**src/sv/mpc_pkg.sv**
```systemverilog
`default_nettype none
package mpc_pkg;

    localparam int BETA_W    = 17;
    localparam int COUNT_W   = 16;
    localparam int COV_W     = 17;
    localparam int CNT_W     = 29;
    localparam int SUM_W     = 45;
    localparam int SQ_W      = 61;
    localparam int PROD_W    = 2 * BETA_W;
    localparam int DIV_STEPS = BETA_W;

    localparam logic [BETA_W-1:0] BETA_ONE  = 17'h10000;
    localparam logic [CNT_W-1:0]  MAX_SITES = 29'd268435456;

    localparam logic [1:0] DIR_UP   = 2'd1;
    localparam logic [1:0] DIR_DOWN = 2'd2;

    typedef enum logic [2:0] {
        CFG_SUMMARY_MODE = 3'd0,
        CFG_DIRECTION    = 3'd1,
        CFG_COV_FLOOR    = 3'd2,
        CFG_EFFECT_FLOOR = 3'd3,
        CFG_AGREE_THRESH = 3'd4,
        CFG_SIDE_ONE     = 3'd5,
        CFG_SIDE_TWO     = 3'd6
    } cfg_index_t;

    typedef struct packed {
        logic               summary_mode;
        logic [1:0]         direction;
        logic [16:0]        cov_floor;
        logic signed [17:0] effect_floor;
        logic [16:0]        agree_threshold;
        logic               side_one_is_beta;
        logic               side_two_is_beta;
    } mpc_cfg_t;

    typedef struct packed {
        logic [15:0] meth_one;
        logic [15:0] unmeth_one;
        logic [16:0] beta_one;
        logic        na_one;
        logic [15:0] meth_two;
        logic [15:0] unmeth_two;
        logic [16:0] beta_two;
        logic        na_two;
        logic        last_site;
    } mpc_in_t;

    typedef struct packed {
        logic        in_universe;
        logic        set_bit;
        logic [28:0] count_sites;
        logic [28:0] count_agree;
        logic [44:0] sum_abs_diff;
        logic [60:0] sum_sq_diff;
        logic [44:0] sum_x;
        logic [44:0] sum_y;
        logic [60:0] sum_xx;
        logic [60:0] sum_yy;
        logic [60:0] sum_xy;
        logic        is_last;
    } mpc_out_t;

    // Classified site handed from front to back
    typedef struct packed {
        logic               cov_one;
        logic               cnt_one;
        logic [COUNT_W-1:0] num_one;
        logic [COV_W-1:0]   den_one;
        logic [BETA_W-1:0]  beta_one;
        logic               cov_two;
        logic               cnt_two;
        logic [COUNT_W-1:0] num_two;
        logic [COV_W-1:0]   den_two;
        logic [BETA_W-1:0]  beta_two;
        logic               last;
    } mpc_work_t;

endpackage
`default_nettype wire

```
**src/sv/mpc_front.sv**
```systemverilog
`default_nettype none
module mpc_front import mpc_pkg::*; (
    input  wire logic      aclk,
    input  wire logic      aresetn,
    input  wire mpc_cfg_t  cfg,
    input  wire logic      s_valid,
    output logic           s_ready,
    input  wire mpc_in_t   s_data,
    output logic           q_valid,
    output mpc_work_t      q_data,
    input  wire logic      q_pop
);

    mpc_work_t  work;
    mpc_work_t  q_mem_reg [2];
    logic       wr_ptr_reg;
    logic       rd_ptr_reg;
    logic [1:0] count_reg;
    logic [COV_W-1:0] min_cov;
    logic [COV_W-1:0] cov_one;
    logic [COV_W-1:0] cov_two;
    logic       push;

    // Classify coverage and clamp beta inputs
    always_comb begin
        min_cov = (cfg.cov_floor == '0) ? COV_W'(1) : cfg.cov_floor;
        cov_one = {1'b0, s_data.meth_one} + {1'b0, s_data.unmeth_one};
        cov_two = {1'b0, s_data.meth_two} + {1'b0, s_data.unmeth_two};
        work.cnt_one  = !cfg.side_one_is_beta;
        work.cov_one  = cfg.side_one_is_beta ? !s_data.na_one : (cov_one >= min_cov);
        work.num_one  = s_data.meth_one;
        work.den_one  = cov_one;
        work.beta_one = (s_data.beta_one > BETA_ONE) ? BETA_ONE : s_data.beta_one;
        work.cnt_two  = !cfg.side_two_is_beta;
        work.cov_two  = cfg.side_two_is_beta ? !s_data.na_two : (cov_two >= min_cov);
        work.num_two  = s_data.meth_two;
        work.den_two  = cov_two;
        work.beta_two = (s_data.beta_two > BETA_ONE) ? BETA_ONE : s_data.beta_two;
        work.last     = s_data.last_site;
    end

    assign s_ready = (count_reg != 2'd2);
    assign push    = s_valid && s_ready;
    assign q_valid = (count_reg != 2'd0);
    assign q_data  = q_mem_reg[rd_ptr_reg];

    // Hold classified requests in a two-entry queue
    always_ff @(posedge aclk) begin
        if (!aresetn) begin
            wr_ptr_reg <= 1'b0;
            rd_ptr_reg <= 1'b0;
            count_reg  <= 2'd0;
        end else begin
            if (push) begin
                wr_ptr_reg <= !wr_ptr_reg;
            end
            if (q_pop) begin
                rd_ptr_reg <= !rd_ptr_reg;
            end
            count_reg <= count_reg + {1'b0, push} - {1'b0, q_pop};
        end
    end

    always_ff @(posedge aclk) begin
        if (push) begin
            q_mem_reg[wr_ptr_reg] <= work;
        end
    end

endmodule
`default_nettype wire

```
**src/sv/mpc_div.sv**
```systemverilog
`default_nettype none
module mpc_div import mpc_pkg::*; (
    input  wire logic               aclk,
    input  wire logic               load,
    input  wire logic               step,
    input  wire logic [COUNT_W-1:0] num,
    input  wire logic [COV_W-1:0]   den,
    output logic [BETA_W-1:0]       quot
);

    logic [COV_W:0]    rem_reg;
    logic [BETA_W-1:0] quot_reg;
    logic [COV_W:0]    den_ext;
    logic              fits;
    logic [COV_W:0]    rem_sub;

    assign den_ext = {1'b0, den};
    assign fits    = (rem_reg >= den_ext);
    assign rem_sub = fits ? (rem_reg - den_ext) : rem_reg;
    assign quot    = quot_reg;

    // Restoring division, one quotient bit per step, numerator scaled by 2^16
    always_ff @(posedge aclk) begin
        if (load) begin
            rem_reg  <= {2'b0, num};
            quot_reg <= '0;
        end else if (step) begin
            rem_reg  <= {rem_sub[COV_W-1:0], 1'b0};
            quot_reg <= {quot_reg[BETA_W-2:0], fits};
        end
    end

endmodule
`default_nettype wire

```
**src/sv/mpc_back.sv**
```systemverilog
`default_nettype none
module mpc_back import mpc_pkg::*; (
    input  wire logic      aclk,
    input  wire logic      aresetn,
    input  wire mpc_cfg_t  cfg,
    input  wire logic      q_valid,
    input  wire mpc_work_t q_data,
    output logic           q_pop,
    output logic           m_valid,
    input  wire logic      m_ready,
    output mpc_out_t       m_data
);

    typedef enum logic [4:0] {
        S_IDLE = 5'b00001,
        S_DIV  = 5'b00010,
        S_EVAL = 5'b00100,
        S_MUL  = 5'b01000,
        S_DONE = 5'b10000
    } state_t;

    localparam logic [4:0] MUL_AD   = 5'd0;
    localparam logic [4:0] MUL_XX   = 5'd1;
    localparam logic [4:0] MUL_YY   = 5'd2;
    localparam logic [4:0] MUL_XY   = 5'd3;
    localparam logic [4:0] MUL_LAST = 5'd4;

    state_t      state_reg;
    logic [4:0]  step_reg;
    mpc_work_t   work_reg;
    logic [BETA_W-1:0] quot_one;
    logic [BETA_W-1:0] quot_two;
    logic        div_load;
    logic        div_step;

    logic [BETA_W-1:0] b1_reg, b2_reg, ad_reg;
    logic        uni_reg, set_reg, add_reg;
    logic [PROD_W-1:0] prod_reg;

    logic [CNT_W-1:0] acc_sites_reg, acc_agree_reg;
    logic [SUM_W-1:0] acc_abs_reg, acc_x_reg, acc_y_reg;
    logic [SQ_W-1:0]  acc_sq_reg, acc_xx_reg, acc_yy_reg, acc_xy_reg;

    mpc_out_t    out_reg;
    logic        m_valid_reg;

    logic [BETA_W-1:0] b1, b2, ad;
    logic        uni, add, hit, agree;
    logic signed [BETA_W+1:0] diff, ndiff, eff;
    logic [BETA_W-1:0] op_a, op_b;
    logic        out_free;
    mpc_out_t    out_next;

    assign div_load = (state_reg == S_IDLE) && q_valid;
    assign div_step = (state_reg == S_DIV);
    assign out_free = !m_valid_reg || m_ready;
    assign q_pop    = (state_reg == S_DONE) && out_free;
    assign m_valid  = m_valid_reg;
    assign m_data   = out_reg;

    mpc_div u_div_one (
        .aclk (aclk),
        .load (div_load),
        .step (div_step),
        .num  (q_data.num_one),
        .den  (q_data.den_one),
        .quot (quot_one)
    );

    mpc_div u_div_two (
        .aclk (aclk),
        .load (div_load),
        .step (div_step),
        .num  (q_data.num_two),
        .den  (q_data.den_two),
        .quot (quot_two)
    );

    // Resolve betas, coverage and the differential call
    always_comb begin
        b1    = work_reg.cnt_one ? quot_one : work_reg.beta_one;
        b2    = work_reg.cnt_two ? quot_two : work_reg.beta_two;
        uni   = work_reg.cov_one && work_reg.cov_two;
        add   = cfg.summary_mode && uni && (acc_sites_reg < MAX_SITES);
        ad    = (b1 > b2) ? (b1 - b2) : (b2 - b1);
        agree = ((b1 >= cfg.agree_threshold) == (b2 >= cfg.agree_threshold));
        diff  = $signed({2'b00, b1}) - $signed({2'b00, b2});
        ndiff = -diff;
        eff   = {cfg.effect_floor[17], cfg.effect_floor};
        if (cfg.direction == DIR_UP) begin
            hit = (diff > 0) && (diff > eff);
        end else if (cfg.direction == DIR_DOWN) begin
            hit = (diff < 0) && (ndiff > eff);
        end else if (eff <= 0) begin
            hit = (diff != 0);
        end else begin
            hit = (diff > eff) || (ndiff > eff);
        end
    end

    // Select multiplier operands
    always_comb begin
        case (step_reg)
            MUL_AD:  begin op_a = ad_reg; op_b = ad_reg; end
            MUL_XX:  begin op_a = b1_reg; op_b = b1_reg; end
            MUL_YY:  begin op_a = b2_reg; op_b = b2_reg; end
            default: begin op_a = b1_reg; op_b = b2_reg; end
        endcase
    end

    // Form the result from the updated accumulators
    always_comb begin
        out_next              = '0;
        out_next.in_universe  = uni_reg;
        out_next.set_bit      = set_reg;
        out_next.is_last      = work_reg.last;
        if (cfg.summary_mode) begin
            out_next.count_sites  = acc_sites_reg;
            out_next.count_agree  = acc_agree_reg;
            out_next.sum_abs_diff = acc_abs_reg;
            out_next.sum_sq_diff  = acc_sq_reg;
            out_next.sum_x        = acc_x_reg;
            out_next.sum_y        = acc_y_reg;
            out_next.sum_xx       = acc_xx_reg;
            out_next.sum_yy       = acc_yy_reg;
            out_next.sum_xy       = acc_xy_reg;
        end
    end

    // Sequence divide, evaluate, multiply-accumulate and hand-off
    always_ff @(posedge aclk) begin
        if (!aresetn) begin
            state_reg     <= S_IDLE;
            step_reg      <= '0;
            m_valid_reg   <= 1'b0;
            acc_sites_reg <= '0;
            acc_agree_reg <= '0;
            acc_abs_reg   <= '0;
            acc_x_reg     <= '0;
            acc_y_reg     <= '0;
            acc_sq_reg    <= '0;
            acc_xx_reg    <= '0;
            acc_yy_reg    <= '0;
            acc_xy_reg    <= '0;
        end else begin
            // Raise the result on hand-off, drop it once taken
            if (q_pop) begin
                m_valid_reg <= 1'b1;
            end else if (m_valid_reg && m_ready) begin
                m_valid_reg <= 1'b0;
            end
            unique case (state_reg)
                S_IDLE: begin
                    if (q_valid) begin
                        step_reg  <= 5'(DIV_STEPS - 1);
                        state_reg <= S_DIV;
                    end
                end
                S_DIV: begin
                    if (step_reg == '0) begin
                        state_reg <= S_EVAL;
                    end else begin
                        step_reg <= step_reg - 5'd1;
                    end
                end
                S_EVAL: begin
                    if (add) begin
                        acc_sites_reg <= acc_sites_reg + CNT_W'(1);
                        if (agree) begin
                            acc_agree_reg <= acc_agree_reg + CNT_W'(1);
                        end
                        acc_abs_reg <= acc_abs_reg + SUM_W'(ad);
                        acc_x_reg   <= acc_x_reg + SUM_W'(b1);
                        acc_y_reg   <= acc_y_reg + SUM_W'(b2);
                    end
                    step_reg  <= MUL_AD;
                    state_reg <= S_MUL;
                end
                S_MUL: begin
                    if (add_reg) begin
                        case (step_reg)
                            MUL_XX:   acc_sq_reg <= acc_sq_reg + SQ_W'(prod_reg);
                            MUL_YY:   acc_xx_reg <= acc_xx_reg + SQ_W'(prod_reg);
                            MUL_XY:   acc_yy_reg <= acc_yy_reg + SQ_W'(prod_reg);
                            MUL_LAST: acc_xy_reg <= acc_xy_reg + SQ_W'(prod_reg);
                            default:  ;
                        endcase
                    end
                    if (step_reg == MUL_LAST) begin
                        state_reg <= S_DONE;
                    end else begin
                        step_reg <= step_reg + 5'd1;
                    end
                end
                S_DONE: begin
                    if (out_free) begin
                        state_reg   <= S_IDLE;
                        if (work_reg.last) begin
                            acc_sites_reg <= '0;
                            acc_agree_reg <= '0;
                            acc_abs_reg   <= '0;
                            acc_x_reg     <= '0;
                            acc_y_reg     <= '0;
                            acc_sq_reg    <= '0;
                            acc_xx_reg    <= '0;
                            acc_yy_reg    <= '0;
                            acc_xy_reg    <= '0;
                        end
                    end
                end
                default: state_reg <= S_IDLE;
            endcase
        end
    end

    // Payload registers
    always_ff @(posedge aclk) begin
        if (div_load) begin
            work_reg <= q_data;
        end
        if (state_reg == S_EVAL) begin
            b1_reg  <= b1;
            b2_reg  <= b2;
            ad_reg  <= ad;
            uni_reg <= uni;
            add_reg <= add;
            set_reg <= uni && !cfg.summary_mode && hit;
        end
        if (state_reg == S_MUL) begin
            prod_reg <= op_a * op_b;
        end
        if (q_pop) begin
            out_reg <= out_next;
        end
    end

endmodule
`default_nettype wire

```
**src/sv/methylation_pair_compare.sv**
```systemverilog
// Each site is accepted into the queue, then passes through load, bit-serial
//   divide, evaluate, multiply-accumulate and hand-off before its result is valid.
// One site is processed at a time: the bit-serial dividers and the single 17x17
//   multiplier, stepping through four products, finish a site before the next is popped.
// Reset: synchronous active-low aresetn clears queue, sequencer, output valid,
//   all accumulators and loads the register defaults.
`default_nettype none
module methylation_pair_compare import mpc_pkg::*; (
    input  wire logic        aclk,
    input  wire logic        aresetn,
    input  wire logic        cfg_we,
    input  wire logic [2:0]  cfg_index,
    input  wire logic [17:0] cfg_wdata,
    input  wire logic        s_valid,
    output logic             s_ready,
    input  wire mpc_in_t     s_data,
    output logic             m_valid,
    input  wire logic        m_ready,
    output mpc_out_t         m_data
);

    mpc_cfg_t  cfg_reg;
    logic      q_valid;
    mpc_work_t q_data;
    logic      q_pop;

    // Decode configuration writes
    always_ff @(posedge aclk) begin
        if (!aresetn) begin
            cfg_reg.summary_mode     <= 1'b0;
            cfg_reg.direction        <= DIR_UP;
            cfg_reg.cov_floor        <= 17'd1;
            cfg_reg.effect_floor     <= '0;
            cfg_reg.agree_threshold  <= 17'd32768;
            cfg_reg.side_one_is_beta <= 1'b0;
            cfg_reg.side_two_is_beta <= 1'b0;
        end else if (cfg_we) begin
            unique case (cfg_index)
                CFG_SUMMARY_MODE: cfg_reg.summary_mode     <= cfg_wdata[0];
                CFG_DIRECTION:    cfg_reg.direction        <= cfg_wdata[1:0];
                CFG_COV_FLOOR:    cfg_reg.cov_floor        <= cfg_wdata[16:0];
                CFG_EFFECT_FLOOR: cfg_reg.effect_floor     <= $signed(cfg_wdata);
                CFG_AGREE_THRESH: cfg_reg.agree_threshold  <= cfg_wdata[16:0];
                CFG_SIDE_ONE:     cfg_reg.side_one_is_beta <= cfg_wdata[0];
                CFG_SIDE_TWO:     cfg_reg.side_two_is_beta <= cfg_wdata[0];
                default: ;
            endcase
        end
    end

    mpc_front u_front (
        .aclk    (aclk),
        .aresetn (aresetn),
        .cfg     (cfg_reg),
        .s_valid (s_valid),
        .s_ready (s_ready),
        .s_data  (s_data),
        .q_valid (q_valid),
        .q_data  (q_data),
        .q_pop   (q_pop)
    );

    mpc_back u_back (
        .aclk    (aclk),
        .aresetn (aresetn),
        .cfg     (cfg_reg),
        .q_valid (q_valid),
        .q_data  (q_data),
        .q_pop   (q_pop),
        .m_valid (m_valid),
        .m_ready (m_ready),
        .m_data  (m_data)
    );

endmodule
`default_nettype wire

```
**config.mk**
```make
export PLATFORM = sky130hd
export DESIGN_NAME = methylation_pair_compare
export DESIGN_NICKNAME = d
export VERILOG_FILES = /design/src/sv/mpc_pkg.sv /design/src/sv/mpc_front.sv /design/src/sv/mpc_div.sv /design/src/sv/mpc_back.sv /design/src/sv/methylation_pair_compare.sv
export SDC_FILE = /design/constraint.sdc
export NUM_CORES = 2
export LEC_CHECK = 0
export ABC_CLOCK_PERIOD_IN_PS = 17350
export BUFFER_PORTS_ARGS = -buffer_cell sky130_fd_sc_hd__buf_2
export CAP_MARGIN = 25
export CORE_ASPECT_RATIO = 1.4
export CORE_MARGIN = 2
export CORE_UTILIZATION = 40
export DETAILED_ROUTE_END_ITERATION = 7
export GPL_ROUTABILITY_DRIVEN = 0
export PLACE_DENSITY = 0.67
export SYNTH_ARGS = -nofsm -noshare
export SYNTH_HDL_FRONTEND = slang
export SYNTH_HIERARCHICAL = 1
export SYNTH_SLANG_ARGS = --single-unit
```
**constraint.sdc**
```tcl
create_clock -name aclk -period 17.35 [get_ports aclk]
set_clock_uncertainty 0.15 [all_clocks]
set_input_delay 0 -clock aclk [delete_from_list [all_inputs] [get_ports aclk]]
set_output_delay 0 -clock aclk [all_outputs]
set_load 0.02 [all_outputs]
```
==> Yosys cells after proc, flatten, opt, wreduce, memory -nomap -nowiden <==
Memories as Yosys holds them, arrays and structs flattened. A register that Yosys moved wholly into a read port is not among the register bits.
Cells that the tools add are included.
Widths: inputs -> output; s select.
{ "totals": {"in_bits": 127, "reg_bits": 1146, "n_memories": 1, "ram_bits": 210, "elab_cells": 233, "out_inout_bits": 442} }
{ "op_classes": {"n_reduce_logical": 46, "order_cmp": 15, "multipliers": 1, "n_eq_ne": 32, "muxes": 63, "n_addsub": 21} }
{ "memory_table": {"columns": ["name", "depth", "width", "read_ports", "rd_clocked_by_memory_dff", "write_ports", "line_no", "text"], "rows": [
  ["u_front.q_mem_reg", 2, 105, 1, 1, 1, "mpc_front.sv:15", "mpc_work_t q_mem_reg [2];"]
]} }
{ "op_table": {"columns": ["op", "n"], "rows": [
  ["$mux 61", 10],
  ["$pmux 61 s2", 4],
  ["$pmux 45 s2", 3],
  ["$add 61x34->61", 4],
  ["$mux 45", 5],
  ["$mux 29", 5],
  ["$mux 17", 8],
  ["$add 45x17->45", 3],
  ["$pmux 29 s2", 2],
  ["$ge 17x17->1", 4],
  ["$pmux 17 s2", 2],
  ["$sub 17x17->17", 4],
  ["$mux 16", 4],
  ["$add 29x1->29 const B", 2],
  ["$ge 18x17->1", 2],
  ["$mux 5", 7],
  ["$add 16x16->17", 2],
  ["$gt 17x17->1 const B", 2],
  ["$mul 17x17->34", 1],
  ["$reduce_bool 32->1", 1],
  ["$lt 29x29->1 const B", 1],
  ["$pmux 5 s5", 1],
  ["$reduce_and 5->1", 5],
  ["$pmux 5 s4", 1],
  ["other kinds (36)", 95]
]} }

==> Longest topological paths before layout <==
{ "logic_depth": {"depth_word": 9, "ltp_mapped": 34, "mapped_depth_nobuf": 31} }

==> Hierarchy <==
Netlist, hierarchy kept.
{ "modules_own_cells": {"columns": ["module", "seq_area_each_um2", "area_per_inst_um2", "instances", "cells_per_inst"], "rows": [
  ["mpc_back", 25994.9, 61212.5, 1, 6181],
  ["mpc_front", 6406.1, 10288.6, 1, 690],
  ["mpc_div", 860.8, 2413.6, 2, 258],
  ["methylation_pair_compare", 1141.1, 2193.4, 1, 213]
]} }

==> Least setup slack after synthesis <==
No wires, ideal clock.
{ "synth_path": {"kind": "register to register", "from": "register u_back.state_reg[1]", "to": "register u_back.acc_yy_reg[49]", "path_slack_ps": 3724, "arrival_time_ps": 13406, "setup_ps": 70, "n_path_buf": 3, "stages_incl_launch_ff": 14, "synth_period_minus_slack_ps": 13626, "required_ps": 17130, "cell_sequence": "dfxtp_1 -> nor3_2 -> and3_1 -> and2_1 -> buf_2 -> or2_1 -> buf_2 -> and3_1 -> and3_1 -> nand3_1 -> or2_2 -> clkbuf_1 -> or4_1 -> a21oi_1"} }
{ "synth_between": {"elab_chain_len": 3, "elab_cells_between_ends": 9, "cone_classes": "eq/ne: 6; mux: 1; reduce/logical: 2"} }
{ "synth_lines": {"columns": ["item", "line_no", "text"], "rows": [
  ["start: declaration", "mpc_back.sv:28", "state_t state_reg;"],
  ["start signal: assignment", "mpc_back.sv:133", "state_reg <= S_IDLE;"],
  ["start signal: assignment", "mpc_back.sv:156", "state_reg <= S_DIV;"],
  ["start signal: assignment", "mpc_back.sv:161", "state_reg <= S_EVAL;"],
  ["$eq 5x4->1 or $eq 5x5->1 (tied branches)", "mpc_back.sv:152", "unique case (state_reg)"],
  ["$ne 2x2->1 (no line), or another cell as far along", null, null],
  ["$reduce_and 5->1 (no line)", null, null],
  ["end signal: assignment", "mpc_back.sv:184", "MUL_XY: acc_yy_reg <= acc_yy_reg + SQ_W'(prod_reg);"],
  ["end: declaration", "mpc_back.sv:42", "logic [SQ_W-1:0] acc_sq_reg, acc_xx_reg, acc_yy_reg, acc_xy_reg;"]
]} }
Several ways; a longest one is shown, not always the timed one.
A chain may end at the register's enable or synchronous reset.

==> Final worst setup path <==
{ "layout_path": {"from": "register u_back.step_reg[2]", "to": "register u_back.prod_reg[31] (data pin)"} }
{ "layout_between": {"elab_chain_len": 3, "elab_cells_between_ends": 6, "cone_classes": "mul: 1; eq/ne: 2; mux: 2; reduce/logical: 1"} }
{ "layout_lines": {"columns": ["item", "line_no", "text"], "rows": [
  ["start: declaration", "mpc_back.sv:29", "logic [4:0] step_reg;"],
  ["start signal: assignment", "mpc_back.sv:155", "step_reg <= 5'(DIV_STEPS - 1);"],
  ["start signal: assignment", "mpc_back.sv:163", "step_reg <= step_reg - 5'd1;"],
  ["start signal: assignment", "mpc_back.sv:192", "step_reg <= step_reg + 5'd1;"],
  ["$eq 5x2->1, or another cell as far along", "mpc_back.sv:103", "case (step_reg)"],
  ["$pmux 17 s2", "mpc_back.sv:103", null],
  ["$mul 17x17->34 *", "mpc_back.sv:230", "prod_reg <= op_a * op_b;"],
  ["end signal: assignment", "mpc_back.sv:230", null],
  ["end: declaration", "mpc_back.sv:38", "logic [PROD_W-1:0] prod_reg;"]
]} }
Every way passes the cells marked *; elsewhere a longest branch is shown, timed or not.

==> flow_summary.toml <==
[final_layout]
nets = 9201
area_growth_pct = 16.3
seq_area_sq_um = 35300
stdcell_area_sq_um = 91300
multi_input_area_sq_um = 40100
drive_above_1_share = 0.128
largest_reg_flops = 440
n_fill_cell = 17800
instances_no_fill = 11100

[placed_design]
io_buffers = 568
place_area_sq_um = 84100
dpl.hpwl_mm = 171
place_ws_ns = 8.50
numPlacedInstances = 10600

[synth]
synth.avg_cell_area_sq_um = 10.3
synthTopCellsByArea = "edfxtp_1, dfxtp_1, ha_1, fa_1, and2_1"
synth_top_cell_by_area = "edfxtp_1"
yosysMostFrequentCell = "edfxtp_1"
syn_inst = 7600
yosysUniqueCellTypes = 103
synth_top_cell_area_share = 0.309
synth_edf_count = 809
synth-seq-cells = 1357
synthFlopType = "edfxtp_1"
syn-num-nets = 8472
ys_async_sr_fraction = 0
netlist_area_sq_um = 78500
ys_seq_area_frac = 0.449
yosysWarnings = 6
synth_common_cells = "edfxtp_1, nor2_1, nand2_1"

[setup_path]
critPathMaxStageDelay_ns = 0.95
arrival_ns = 9.41
worstPathMaxFanout = 32
cp.required_ns = 17.74
path_class = "flop to flop"
critical-path-top-cell-by-count = "fa_1"
cp-end-kind = "flop"
slowest_stage = "a221oi_1"
worstSetupStartpointType = "flop"

[floorplan]
die_height_um = 528
die_area_sq_um = 200000
initial_core_util = 0.402
die_w_um = 378
rows = 192
core-area_sq_um = 195000
io_pins = 569

[sta]
setup_ws_ns = 8.33
fmax_mhz = 111
slew_viol_final = 0
min_period_ns = 9.02
hold_viol_final = 0
worst_pin_slew_ns = 1.25
setup_tns_ns = 0
finalSetupViolations = 0
slew_headroom = 0.170
rsz0062_at_grt = "no"
finalCritPeriodShare = 0.520

[clock_network]
cts.reportedPaths.clkPinSlew_ns = 0.07
cts_tree = "done"
cts_buffers = 146
ctsHtreeMaxLevel = 4
clockBufferDepth = 4
ctsRootBufferMaster = "clkbuf_16"
insertion_delay_ns = 0.82
numClockSinks = 1357
cts_resized = 0

[grt]
grt_pass1_vias = 60400
grt_max_degree = 161
grt_usage = 0.223
grt_pass1_wl_mm = 347
overflow = 0
antenna_found_initial = 7

[run]
max-cap-violations = 0

[detailed_routing]
dr_total_vias = 60800
firstDrtPassIters = 8
drc = 0
wire_per_inst_um = 20.8
drtIter0Drc = 4784
ant_nets = 0
viasPerCell = 5.50
routed_wl_mm = 230

[outcome]
outcome = "finished, final reports clean"

[worst_hold_path]
hp-class = "primary input to flop"
final timing paths:
| kind | from | endpoint | slack [ns] | cells after the start |
|---|---|---|---|---|
| worst max register to register | u_back/step_reg[2] | u_back/prod_reg[31] | 8.33 | 29 |
| worst max-delay path | u_back/step_reg[2] | u_back/prod_reg[31] | 8.33 | 29 |
| worst min register to register | u_back/uni_reg | u_back/m_data[439] | 0.30 | 0 |
| worst min-delay path | s_data[60] | u_front/q_mem_reg[0][61] | 0.07 | 3 |
cells by family (layout without fill, tap and decap cells):
kind of cell / Yosys count / after routing / share of synthesized area
other cells: 0 / 5 / 0
flops: 1357 / 1357 / 0.449
fa+ha+maj: 745 / 745 / 0.141
xor+xnor: 437 / 437 / 0.0487
buf+inv: 819 / 1657 / 0.0406
simple gates: 2610 / 2610 / 0.167
compound gates: 1383 / 1383 / 0.120
mux: 249 / 249 / 0.0335
cells in the final DEF, fill, tap and decap left out, drive strengths merged, types with 237 or more instances in the layout:
| cell | synthesis | layout |
|---|---|---|
| buf | 52 | 652 |
| xnor2 | 243 | 243 |
| dfxtp | 548 | 548 |
| and2 | 498 | 498 |
| fa | 237 | 237 |
| nor2 | 667 | 667 |
| edfxtp | 809 | 809 |
| ha | 508 | 508 |
| nand2 | 591 | 591 |
| inv | 512 | 520 |
| a21oi | 363 | 363 |
layer usage:
| metal | global-route usage | vias to the layer above | part of all wire | routed length, um |
|---|---|---|---|---|
| met5 | 0 | - | 0.000061 | 14 |
| met4 | 0.115 | 2 | 0.056 | 12900 |
| met3 | 0.0367 | 621 | 0.072 | 16500 |
| met2 | 0.382 | 2619 | 0.48 | 110000 |
| met1 | 0.269 | 29300 | 0.39 | 90400 |
| li1 | - | 28300 | - | - |
repair_timing:
action	in CTS	in global routing
endpoints found under the hold margin	458	0
setup buffers	0	0
hold buffers	235	0
setup endpoints to repair	0	0
worst max-delay path: cells and delay by family (launching register included):
family	cells	cell delay (ns)
fa+ha+maj	7	3.52
buf+inv	6	0.77
compound gates	10	2.77
simple gates	5	0.99
flops	1	0.42
xor+xnor	1	0.13
metrics by stage:
stage,utilization,hold slack [ns]
floorplan,-,-0.0511
global placement,0.430,0.0455
detailed placement,0.431,0.0494
CTS,0.467,0.00396
global route,0.467,0.0378
finish,0.467,0.0748
cell type report:
cell class                 count  area share
sequential                  1357       0.386
clock inverter                78     0.00826
inverter                     513      0.0211
clock buffer                 179      0.0432
tap                         2619      0.0359
timing repair buffer         887      0.0653
multi-input combinational   5424       0.440
antenna                        5    0.000137
Power is left out: the tool's default activity adds up to more than one toggle a clock period on the data nets, which glitch-free logic cannot reach.
